===== src/rtl/core/cubtrj_pkg.sv =====
// Shared types and constants for the cubic trajectory generator.
`timescale 1ns / 1ps
package cubtrj_pkg;

    localparam int POS_W  = 22;
    localparam int DUR_W  = 16;
    localparam int INV_W  = 32;
    localparam int COEF_W = 48;
    localparam int MB_W   = 33;
    localparam int PROD_W = COEF_W + MB_W;
    localparam int ACC_W  = 50;
    localparam int CNT_W  = 6;

    localparam logic [CNT_W-1:0] MUL_LAST = CNT_W'(MB_W);
    localparam logic [CNT_W-1:0] DIV_LAST = CNT_W'(MB_W - 1);

    localparam logic signed [ACC_W-1:0] POS_MAX = ACC_W'(2097151);
    localparam logic signed [ACC_W-1:0] POS_MIN = -ACC_W'(2097152);

    localparam logic REQ_LOAD = 1'b0;
    localparam logic REQ_EVAL = 1'b1;

    typedef enum logic [3:0] {
        ST_IDLE,
        ST_DIV,
        ST_MUL_K2,
        ST_MUL_K3,
        ST_LOAD_WR,
        ST_EV_U,
        ST_EV_U2,
        ST_EV_U3,
        ST_EV_VT,
        ST_EV_C2,
        ST_EV_C3,
        ST_OUT
    } t_state;

endpackage


===== src/rtl/core/cubic_trajectory_generator.sv =====
// Cubic trajectory generator: segment load and per-leg position evaluation.
//
//  channel | direction | handshake               | payload
//  --------+-----------+-------------------------+-----------------------------------
//  in      | input     | i_in_valid / o_in_stall | req_type, leg, axis, pos, vel, T, t
//  out     | output    | o_out_valid/i_out_stall | pos_x, pos_y, pos_z
//
// One transaction at a time through a bit-serial shift-add multiplier (one multiplier bit
// per cycle) and a restoring divider (one quotient bit per cycle). Load: a divide, two
// products, then a segment write. Evaluate: three time-power products, then three per
// axis, then the result; the time-power products are skipped when the step reaches the segment end.
// Reset clears state and loads unit segments; a stalled result holds until taken.
`timescale 1ns / 1ps
module cubic_trajectory_generator
    import cubtrj_pkg::*;
#(
    parameter int NUM_LEGS = 2,
    parameter int NUM_AXES = 3
) (
    input  logic                    i_clk,
    input  logic                    i_rst_n,
    input  logic                    i_in_valid,
    output logic                    o_in_stall,
    input  logic                    i_req_type,
    input  logic                    i_leg_sel,
    input  logic [1:0]              i_axis_sel,
    input  logic signed [POS_W-1:0] i_start_pos,
    input  logic signed [POS_W-1:0] i_end_pos,
    input  logic signed [POS_W-1:0] i_start_vel,
    input  logic signed [POS_W-1:0] i_end_vel,
    input  logic [DUR_W-1:0]        i_duration,
    input  logic [DUR_W-1:0]        i_step_index,
    output logic                    o_out_valid,
    input  logic                    i_out_stall,
    output logic signed [POS_W-1:0] o_pos_x,
    output logic signed [POS_W-1:0] o_pos_y,
    output logic signed [POS_W-1:0] o_pos_z
);

    localparam int LEG_W = (NUM_LEGS > 1) ? $clog2(NUM_LEGS) : 1;
    localparam int AX_W  = (NUM_AXES > 1) ? $clog2(NUM_AXES) : 1;
    localparam logic [1:0] AX_LAST = 2'(NUM_AXES - 1);

    t_state r_state, n_state;
    logic [CNT_W-1:0] r_cnt, n_cnt;

    // segment store
    logic signed [POS_W-1:0]  r_bp  [0:NUM_LEGS-1][0:NUM_AXES-1];
    logic signed [POS_W-1:0]  r_bv  [0:NUM_LEGS-1][0:NUM_AXES-1];
    logic signed [COEF_W-1:0] r_c2  [0:NUM_LEGS-1][0:NUM_AXES-1];
    logic signed [COEF_W-1:0] r_c3  [0:NUM_LEGS-1][0:NUM_AXES-1];
    logic [DUR_W-1:0]         r_seg [0:NUM_LEGS-1];
    logic [INV_W-1:0]         r_inv [0:NUM_LEGS-1];

    // transaction payload
    logic                     r_leg;
    logic [1:0]               r_axis, r_ax;
    logic signed [POS_W-1:0]  r_p0, r_pf, r_v0, r_vf;
    logic [DUR_W-1:0]         r_dur, r_t;
    logic [DUR_W:0]           r_rem;
    logic [MB_W-1:0]          r_quot;
    logic signed [COEF_W-1:0] r_m2, r_m3;
    logic [INV_W-1:0]         r_u;
    logic [MB_W-1:0]          r_u2, r_u3;
    logic signed [ACC_W-1:0]  r_acc;
    logic signed [POS_W-1:0]  r_pos [0:2];
    logic [PROD_W-1:0]        r_prod, n_prod;

    logic [LEG_W-1:0] legi;
    logic [AX_W-1:0]  axi;
    logic             in_acc, leg_ok, axis_ok;
    logic [DUR_W-1:0] in_t, dur_fix;

    logic [COEF_W-1:0] m_a;
    logic [MB_W-1:0]   m_b;
    logic [COEF_W:0]   m_sum;
    logic              m_neg, m_done;

    logic [DUR_W:0]           rem_sh;
    logic                     q_bit;
    logic signed [23:0]       k2;
    logic signed [22:0]       k3;
    logic signed [COEF_W-1:0] d48, c2_new, c3_new, cur_c;
    logic signed [ACC_W-1:0]  term, sum;
    logic signed [POS_W-1:0]  sat;
    logic                     wr_seg, wr_pos, clr_pos;

    assign in_acc  = i_in_valid && !o_in_stall;
    assign leg_ok  = int'(i_leg_sel) < NUM_LEGS;
    assign axis_ok = int'(i_axis_sel) < NUM_AXES;
    assign in_t    = r_seg[LEG_W'(i_leg_sel)];
    assign dur_fix = (i_duration == '0) ? DUR_W'(1) : i_duration;
    assign legi    = LEG_W'(r_leg);
    assign axi     = AX_W'(r_ax);

    assign o_in_stall  = (r_state != ST_IDLE);
    assign o_out_valid = (r_state == ST_OUT);
    assign o_pos_x     = r_pos[0];
    assign o_pos_y     = r_pos[1];
    assign o_pos_z     = r_pos[2];

    // load-side arithmetic
    assign k2     = (24'(r_v0) <<< 1) + 24'(r_vf);
    assign k3     = 23'(r_v0) + 23'(r_vf);
    assign d48    = COEF_W'(r_pf) - COEF_W'(r_p0);
    assign c2_new = (d48 <<< 1) + d48 - r_m2;
    assign c3_new = r_m3 - (d48 <<< 1);

    // restoring divide of 2^32 by the duration
    assign rem_sh = {r_rem[DUR_W-1:0], (r_cnt == '0)};
    assign q_bit  = (rem_sh >= {1'b0, r_dur});

    assign cur_c = (r_state == ST_EV_C2) ? r_c2[legi][axi] : r_c3[legi][axi];

    // multiplier operands per state; magnitudes are zero-extended
    always_comb begin
        m_a   = '0;
        m_b   = '0;
        m_neg = 1'b0;
        unique case (r_state)
            ST_MUL_K2: begin
                m_neg = k2[23];
                m_a   = COEF_W'($unsigned(k2[23] ? 24'(-k2) : 24'(k2)));
                m_b   = MB_W'(r_dur);
            end
            ST_MUL_K3: begin
                m_neg = k3[22];
                m_a   = COEF_W'($unsigned(k3[22] ? 23'(-k3) : 23'(k3)));
                m_b   = MB_W'(r_dur);
            end
            ST_EV_U: begin
                m_a = COEF_W'(r_inv[legi]);
                m_b = MB_W'(r_t);
            end
            ST_EV_U2: begin
                m_a = COEF_W'(r_u);
                m_b = MB_W'(r_u);
            end
            ST_EV_U3: begin
                m_a = COEF_W'(r_u2);
                m_b = MB_W'(r_u);
            end
            ST_EV_VT: begin
                m_neg = r_bv[legi][axi][POS_W-1];
                m_a   = COEF_W'($unsigned(m_neg ? POS_W'(-r_bv[legi][axi])
                                                : POS_W'(r_bv[legi][axi])));
                m_b   = MB_W'(r_t);
            end
            ST_EV_C2, ST_EV_C3: begin
                m_neg = cur_c[COEF_W-1];
                m_a   = m_neg ? COEF_W'(-cur_c) : COEF_W'(cur_c);
                m_b   = (r_state == ST_EV_C2) ? r_u2 : r_u3;
            end
            default: begin
                m_a = '0;
            end
        endcase
    end

    assign m_sum  = {1'b0, r_prod[PROD_W-1:MB_W]} + (r_prod[0] ? {1'b0, m_a} : '0);
    assign m_done = (r_cnt == MUL_LAST);

    always_comb begin
        if (r_cnt == '0) begin
            n_prod = {{COEF_W{1'b0}}, m_b};
        end else begin
            n_prod = {m_sum, r_prod[MB_W-1:1]};
        end
    end

    // signed product term for the accumulator, truncated toward zero
    always_comb begin
        term = (r_state == ST_EV_VT) ? ACC_W'(n_prod[37:0])
                                     : ACC_W'(n_prod[PROD_W-1:INV_W]);
        if (m_neg) begin
            term = -term;
        end
        sum = r_acc + term;
        priority if (sum > POS_MAX) begin
            sat = POS_W'(POS_MAX);
        end else if (sum < POS_MIN) begin
            sat = POS_W'(POS_MIN);
        end else begin
            sat = POS_W'(sum);
        end
    end

    // next state
    always_comb begin
        n_state = r_state;
        n_cnt   = r_cnt;
        wr_seg  = 1'b0;
        wr_pos  = 1'b0;
        clr_pos = 1'b0;
        unique case (r_state)
            ST_IDLE: begin
                n_cnt = '0;
                if (in_acc) begin
                    if (i_req_type == REQ_LOAD) begin
                        if (leg_ok && axis_ok) begin
                            n_state = ST_DIV;
                        end
                    end else begin
                        clr_pos = 1'b1;
                        priority if (!leg_ok) begin
                            n_state = ST_OUT;
                        end else if (i_step_index >= in_t) begin
                            n_state = ST_EV_VT;
                        end else begin
                            n_state = ST_EV_U;
                        end
                    end
                end
            end
            ST_DIV: begin
                n_cnt = r_cnt + 1'b1;
                if (r_cnt == DIV_LAST) begin
                    n_cnt   = '0;
                    n_state = ST_MUL_K2;
                end
            end
            ST_LOAD_WR: begin
                wr_seg  = 1'b1;
                n_state = ST_IDLE;
            end
            ST_OUT: begin
                if (!i_out_stall) begin
                    n_state = ST_IDLE;
                end
            end
            default: begin
                n_cnt = r_cnt + 1'b1;
                if (m_done) begin
                    n_cnt = '0;
                    unique case (r_state)
                        ST_MUL_K2: n_state = ST_MUL_K3;
                        ST_MUL_K3: n_state = ST_LOAD_WR;
                        ST_EV_U:   n_state = ST_EV_U2;
                        ST_EV_U2:  n_state = ST_EV_U3;
                        ST_EV_U3:  n_state = ST_EV_VT;
                        ST_EV_VT:  n_state = ST_EV_C2;
                        ST_EV_C2:  n_state = ST_EV_C3;
                        ST_EV_C3: begin
                            wr_pos  = 1'b1;
                            n_state = (r_ax == AX_LAST) ? ST_OUT : ST_EV_VT;
                        end
                        default:   n_state = ST_IDLE;
                    endcase
                end
            end
        endcase
    end

    // control and segment store
    always_ff @(posedge i_clk) begin
        if (!i_rst_n) begin
            r_state <= ST_IDLE;
            r_cnt   <= '0;
            for (int l = 0; l < NUM_LEGS; l++) begin
                r_seg[l] <= DUR_W'(1);
                r_inv[l] <= '1;
                for (int a = 0; a < NUM_AXES; a++) begin
                    r_bp[l][a] <= '0;
                    r_bv[l][a] <= '0;
                    r_c2[l][a] <= '0;
                    r_c3[l][a] <= '0;
                end
            end
        end else begin
            r_state <= n_state;
            r_cnt   <= n_cnt;
            if (wr_seg) begin
                r_bp[legi][AX_W'(r_axis)] <= r_p0;
                r_bv[legi][AX_W'(r_axis)] <= r_v0;
                r_c2[legi][AX_W'(r_axis)] <= c2_new;
                r_c3[legi][AX_W'(r_axis)] <= c3_new;
                r_seg[legi] <= r_dur;
                r_inv[legi] <= r_quot[INV_W] ? '1 : r_quot[INV_W-1:0];
            end
        end
    end

    // datapath
    always_ff @(posedge i_clk) begin
        r_prod <= n_prod;
        if (in_acc) begin
            r_leg  <= i_leg_sel;
            r_axis <= i_axis_sel;
            r_p0   <= i_start_pos;
            r_pf   <= i_end_pos;
            r_v0   <= i_start_vel;
            r_vf   <= i_end_vel;
            r_dur  <= dur_fix;
            r_rem  <= '0;
            r_quot <= '0;
            r_ax   <= '0;
            r_t    <= (i_step_index >= in_t) ? in_t : i_step_index;
            r_u2   <= MB_W'(64'd1 << INV_W);
            r_u3   <= MB_W'(64'd1 << INV_W);
        end
        if (clr_pos) begin
            for (int a = 0; a < 3; a++) begin
                r_pos[a] <= '0;
            end
        end
        if (r_state == ST_DIV) begin
            r_rem  <= q_bit ? (rem_sh - {1'b0, r_dur}) : rem_sh;
            r_quot <= {r_quot[MB_W-2:0], q_bit};
        end
        if (m_done) begin
            unique case (r_state)
                ST_MUL_K2: r_m2 <= m_neg ? -COEF_W'(n_prod[COEF_W-1:0])
                                         : COEF_W'(n_prod[COEF_W-1:0]);
                ST_MUL_K3: r_m3 <= m_neg ? -COEF_W'(n_prod[COEF_W-1:0])
                                         : COEF_W'(n_prod[COEF_W-1:0]);
                ST_EV_U:   r_u  <= n_prod[INV_W-1:0];
                ST_EV_U2:  r_u2 <= MB_W'(n_prod[2*INV_W-1:INV_W]);
                ST_EV_U3:  r_u3 <= MB_W'(n_prod[2*INV_W-1:INV_W]);
                ST_EV_VT:  r_acc <= ACC_W'(r_bp[legi][axi]) + term;
                ST_EV_C2:  r_acc <= sum;
                default:   r_acc <= r_acc;
            endcase
        end
        if (wr_pos) begin
            r_pos[r_ax] <= sat;
            r_ax        <= r_ax + 1'b1;
        end
    end

`ifndef SYNTH
    a_no_accept_while_busy: assert property (@(posedge i_clk) disable iff (!i_rst_n)
        o_out_valid |-> o_in_stall)
        else $error("input accepted while a result is pending");

    a_load_no_result: assert property (@(posedge i_clk) disable iff (!i_rst_n)
        (in_acc && i_req_type == REQ_LOAD) |=> !o_out_valid)
        else $error("load transaction produced a result");

    a_cnt_range: assert property (@(posedge i_clk) disable iff (!i_rst_n)
        r_cnt <= MUL_LAST)
        else $error("step counter out of range");

    a_bad_leg_result: assert property (@(posedge i_clk) disable iff (!i_rst_n)
        (in_acc && i_req_type == REQ_EVAL && !leg_ok) |=> o_out_valid)
        else $error("invalid leg evaluate did not return zero result");
`endif

endmodule


===== config.mk =====
export PLATFORM = sky130hd
export DESIGN_NAME = cubic_trajectory_generator
export DESIGN_NICKNAME = d
export VERILOG_FILES = /design/src/rtl/core/cubtrj_pkg.sv /design/src/rtl/core/cubic_trajectory_generator.sv
export SDC_FILE = /design/constraint.sdc
export NUM_CORES = 2
export LEC_CHECK = 0
export ABC_AREA = 1
export BUFFER_PORTS_ARGS = -buffer_cell sky130_fd_sc_hd__buf_4
export CAP_MARGIN = 20
export CORE_UTILIZATION = 52
export CTS_CLUSTER_DIAMETER = 40
export CTS_CLUSTER_SIZE = 10
export DETAILED_ROUTE_END_ITERATION = 6
export PLACE_DENSITY = 0.68
export RECOVER_POWER = 100
export SYNTH_ARGS = -nofsm -noshare
export SYNTH_HDL_FRONTEND = slang
export SYNTH_SLANG_ARGS = --single-unit

===== constraint.sdc =====
create_clock -name i_clk -period 11.85 [get_ports i_clk]
set_clock_uncertainty 0.15 [all_clocks]
set_input_delay 1.7775 -clock i_clk [delete_from_list [all_inputs] [get_ports i_clk]]
set_output_delay 1.7775 -clock i_clk [all_outputs]
set_load 0.01 [all_outputs]

Word-level counts from Yosys, hierarchy flattened
Memory sizes are Yosys's and may differ from the RTL's. A register that Yosys moved wholly into a read port is not among the register bits. Index checks and enable logic that the tools add are counted.

Order comparisons: 8. Multiplexer cells: 104. Equal/unequal tests: 18. Add/sub/neg operators: 18. Reduce and logical (&&, ||, !) cells: 29. Bitwise gates (word level): 2.

Operators by type and width (number): $mux W144 (5); $mux W48 (9); $pmux W48 S7 (1); $mux W66 (5); $mux W33 (9); $reduce_or A144 Y1 (2); $mux W22 (9); $bmux W48 S2 (2); $pmux W33 S4 (1); $reduce_or A66 Y1 (2); $pmux W50 S2 (1); $demux W48 S2 (1); $neg A48 Y48 (2); $bmux W22 S2 (2); $mux W81 (1); $mux W16 (5); $mux W32 (2); $add A22 B50 Y50 (1); $add A50 B50 Y50 (1); $gt A50 B22 Y1 const B (1); $lt A50 B22 Y1 const B (1); $mux W50 (1); $neg A49 Y50 (1); $add A48 B48 Y49 (1); 53 further kinds (113).

Word-level logic and storage cells: 206. Output and inout bits: 68. Bits in registers: 509. Memories: 7. Bits of input ports: 128. Bits in writable memories: 1002.

Memories: r_c2 (depth 2, width 144, read ports 1, clocked after Yosys merged registers in 1, write ports 2, line cubic_trajectory_generator.sv:50) `logic signed [COEF_W-1:0] r_c2 [0:NUM_LEGS-1][0:NUM_AXES-1];`; r_c3 (depth 2, width 144, read ports 1, clocked after Yosys merged registers in 1, write ports 2, line cubic_trajectory_generator.sv:51) `logic signed [COEF_W-1:0] r_c3 [0:NUM_LEGS-1][0:NUM_AXES-1];`; r_bp (depth 2, width 66, read ports 1, clocked after Yosys merged registers in 1, write ports 2, line cubic_trajectory_generator.sv:48) `logic signed [POS_W-1:0] r_bp [0:NUM_LEGS-1][0:NUM_AXES-1];`; r_bv (depth 2, width 66, read ports 1, clocked after Yosys merged registers in 1, write ports 2, line cubic_trajectory_generator.sv:49) `logic signed [POS_W-1:0] r_bv [0:NUM_LEGS-1][0:NUM_AXES-1];`; r_pos (depth 3, width 22, read ports 3, clocked after Yosys merged registers in 0, write ports 3, line cubic_trajectory_generator.sv:66) `logic signed [POS_W-1:0] r_pos [0:2];`; r_inv (depth 2, width 32, read ports 1, clocked after Yosys merged registers in 1, write ports 2, line cubic_trajectory_generator.sv:53) `logic [INV_W-1:0] r_inv [0:NUM_LEGS-1];`; +1 memories.

Depth between registers and ports, before layout
Depth in word-level cells: 19. Gate-level depth with buffers: 67. Mapped depth without buffers: 65.

Worst setup path after synthesis
No wires, ideal clock.

Path kind: input port to flip-flop. Start: input i_in_valid. End: register r_quot[0], enable pin. Arrival: 9066 ps. Path slack: 2226 ps. Stages on the path: 5. Required time: 11292 ps. Library setup time: 408 ps. Path through: inv_1 -> nor2_1 -> inv_2 -> clkbuf_1 -> nand2_1.

Cells in the longest elaborated chain, start to end: 2.

Ends and longest elaborated chain: from (decl) (line cubic_trajectory_generator.sv:22) `input logic i_in_valid,`; $logic_and A1 B1 Y1 (line cubic_trajectory_generator.sv:88) `assign in_acc = i_in_valid && !o_in_stall;`; named net in_acc (line cubic_trajectory_generator.sv:71) `logic in_acc, leg_ok, axis_ok;`; $reduce_bool A2 Y1 (no line); to (signal assigned) (line cubic_trajectory_generator.sv:308) `r_quot <= {r_quot[MB_W-2:0], q_bit};`; to (decl) (line cubic_trajectory_generator.sv:61) `logic [MB_W-1:0] r_quot;`.

The timed path passes the listed nets, and every way through them passes these cells. A chain may end at the register's enable or synchronous reset.

==> results_dict.tcl <==
set metrics [dict create \
    min_period_over_period 0.994 \
    synth-edff-count 1354 \
    area_growth_pct 12.2 \
    busiest_layer "met2" \
    avgViaCountPerCell 6.01 \
    synthArstFlopShare 0 \
    clock_latency_ns 0.92 \
    grt_pass1_vias 75700 \
    rsz0062_at_grt "no" \
    cp-startpoint "r_state[1]$_SDFFE_PN0P_" \
    synth_cell_types 69 \
    hold_class "register to register" \
    htreeDepth 4 \
    violations "max-capacitance violations, max-slew violations" \
    seq_power_share 0.243 \
    crit_path_end_kind "register" \
    final_cells 13300 \
    netlist.area_leader.share 0.455 \
    critical-path-max-stage-delay_ns 2.75 \
    ant_nets 0 \
    ys_seq_elements 1512 \
    ys_seq_area_frac 0.490 \
    required_ns 12.21 \
    power_switching_mw 14.5 \
    postRouteWirelength_um 337000 \
    met3_usage 0.0761 \
    synth_cells 10700 \
    firstDrtPassIters 6 \
    worst_pin_slew_ns 5.56 \
    clockBufferDepth 3 \
    yosys.area.top_type "edfxtp_1" \
    p_per_area_nw_per_um2 297 \
    tns_ns 0 \
    rows 151 \
    met2_usage 0.591 \
    die_area_um2 174000 \
    startpoint_type "register" \
    peakVddDrop_mv 0.245 \
    finish.utilization 0.589 \
    critical_path.max_fanout 48 \
    place_hpwl_um 245000 \
    antenna_found_initial 12 \
    synthTopCellsByArea "edfxtp_1 (46%), nand2_1 (8.9%), nor2_1 (7.9%)" \
    p_sw_frac 0.489 \
    cts.sinks 1512 \
    path_cells "buf_4 -> nor2_1 -> inv_1 -> nor2_1 -> nand2_1 -> or2_2 -> nand2_1 -> clkinvlp_2 -> nor2_1 -> nand2_4 -> nand2_1 -> buf_4" \
    clkPwrFrac 0.228 \
    yosysWarnings 0 \
    arrival_ns 12.14 \
    post-cts-setup-buffer-count 0 \
    drc 0 \
    core_area_um2 170000 \
    outcome "finished, violations left" \
    grt_first_pass_wirelength_um 491000 \
    intPower_mw 15.2 \
    syn_area_per_cell_um2 8.33 \
    gp_congestion 1.08 \
    slowest_stage "clkinvlp_2" \
    grt.total_usage 0.381 \
    rr_startpoint "r_state[1]$_SDFFE_PN0P_" \
    path_clk_slew_ns 0.06 \
    synth_area_um2 89400 \
    max_slew_margin -2.70 \
    power_leakage_nw 42.0 \
    hold_viol 0 \
    crit_type "register to register" \
    grt_overflow 0 \
    numCtsBuffers 232 \
    use_met1 0.508 \
    die_h_um 417 \
    yosys-top-cells-count "nand2_1 (2129), nor2_1 (1877), edfxtp_1 (1354)" \
    synth_nets 11300 \
    vias 79900 \
    maxCapViolCount 43 \
    ios 196 \
    grt_max_degree 141 \
    period_needed_ns 11.78 \
    hp-start "r_u3[19]$_DFF_P_" \
    cts_root_buffer "clkbuf_16" \
    routedWlPerCell_um 25.4 \
    dp_cells 12900 \
    initial_utilization 0.526 \
    port_buffers 195 \
    maxSlewViolCount 1844 \
    finalSetupViolCount 0 \
    yosysMostFrequentCell "nand2_1" \
    cts_tree "yes" \
    finalNetCount 11400 \
    max_freq_mhz 84.9 \
    drtIter0Drc 9712 \
    synth-main-ff-cell "edfxtp_1" \
    drive_gt1_frac 0.0669 \
    power_frac_comb 0.529 \
    die_w_um 417 \
]
-- worst paths after layout --
| check | endpoint | slack, ns | depth (start not counted) |
|---|---|---|---|
| setup / recovery | r_bp[0][21]$_SDFFCE_PN0P_ | 0.07 | 12 |
| hold / removal | r_u3[19]$_DFF_P_ | 0.33 | 2 |
| setup reg to reg | r_bp[0][21]$_SDFFCE_PN0P_ | 0.07 | 12 |
| hold reg to reg | r_u3[19]$_DFF_P_ | 0.33 | 2 |
-- kinds of logic after synthesis --
logic type	after synthesis	share of synthesized area
adders and majority gates	401	0.0588
AOI/OAI and AO/OA	1901	0.123
xor gates and xnor gates	230	0.0225
buffers and inverters	1636	0.0716
muxes	17	0.00192
DFF	1512	0.490
and+or+nand+nor	5030	0.232
-- metal layers --
metal  wire length, µm  part of all wire
met5                48           0.00014
met4             18900             0.056
met3             33900              0.10
met2            150000              0.44
met1            135000              0.40
-- cells in the final DEF (no fill, tap or decap), drive strengths merged, types with 31 or more instances in the layout --
cell and instances:
nand2 2155, nor2 1895, edfxtp 1354, inv 1245, o21ai 780, a21oi 618, nand3 531, clkbuf 513
ha 370, nor3 176, xor2 162, dfxtp 158, buf 116, nand4 113, o22ai 92, o221ai 89
a31oi 78, or2 75, clkinv 72, xnor2 68, o211ai 44, o21bai 34, o21a 33, fa 31
-- power groups by stage --
stage	Sequential, mW	Combinational, mW	Clock (mW)
after floorplan	7.20	9.89	0
after global placement	7.26	15.2	0
after detailed placement	7.27	15.4	0
after CTS	7.18	15.4	6.81
after global routing	7.28	17.0	7.04
final	7.22	15.7	6.77
-- what timing repair did --
action | 4_1_cts | 5_1_grt
resized for setup | 0 | 1
setup endpoints to repair | 0 | 62
hold buffers | 0 | 0
-- worst max-delay path, delay by kind of cell, from the launching register on --
kind,cells,cell delay (ns)
flip-flops,1,0.32
buffers and inverters,4,4.00
AND/OR/NAND/NOR,8,6.76
-- metrics by stage --
stage	cell area [µm²]	total power, mW	hold slack [ns]	setup WS (ns)
after CTS	101000	29.4	0.323	0.779
after global routing	100000	31.3	0.354	0.0343
after detailed placement	93400	22.6	0.312	0.861
after global placement	93300	22.5	0.313	0.779
after floorplan	89400	17.1	0.297	2.23
final	100000	29.7	0.327	0.0709
-- area by class of cell --
cell class | count | area, µm²
antenna | 2 | 5.00
clock buffer | 274 | 6060
clock inverter | 137 | 1660
fill | 15300 | 69800
inverter | 1221 | 4600
multi-input combinational | 7579 | 39000
sequential | 1512 | 43800
tap | 2218 | 2780
timing repair buffer | 355 | 2260
-- flip-flops by register name, indices dropped and copies added, names as in the netlist, 32 cells and up, named ones only --
register,flops
r_c3,288
r_m2,48
r_u2,33
r_pos,66
r_quot,33
r_c2,288
r_acc,50
r_seg,32
r_m3,48
r_bp,132
r_u,32
r_u3,33
r_inv,64
r_bv,132
r_prod,81
Power figures use the tool's default switching activity.
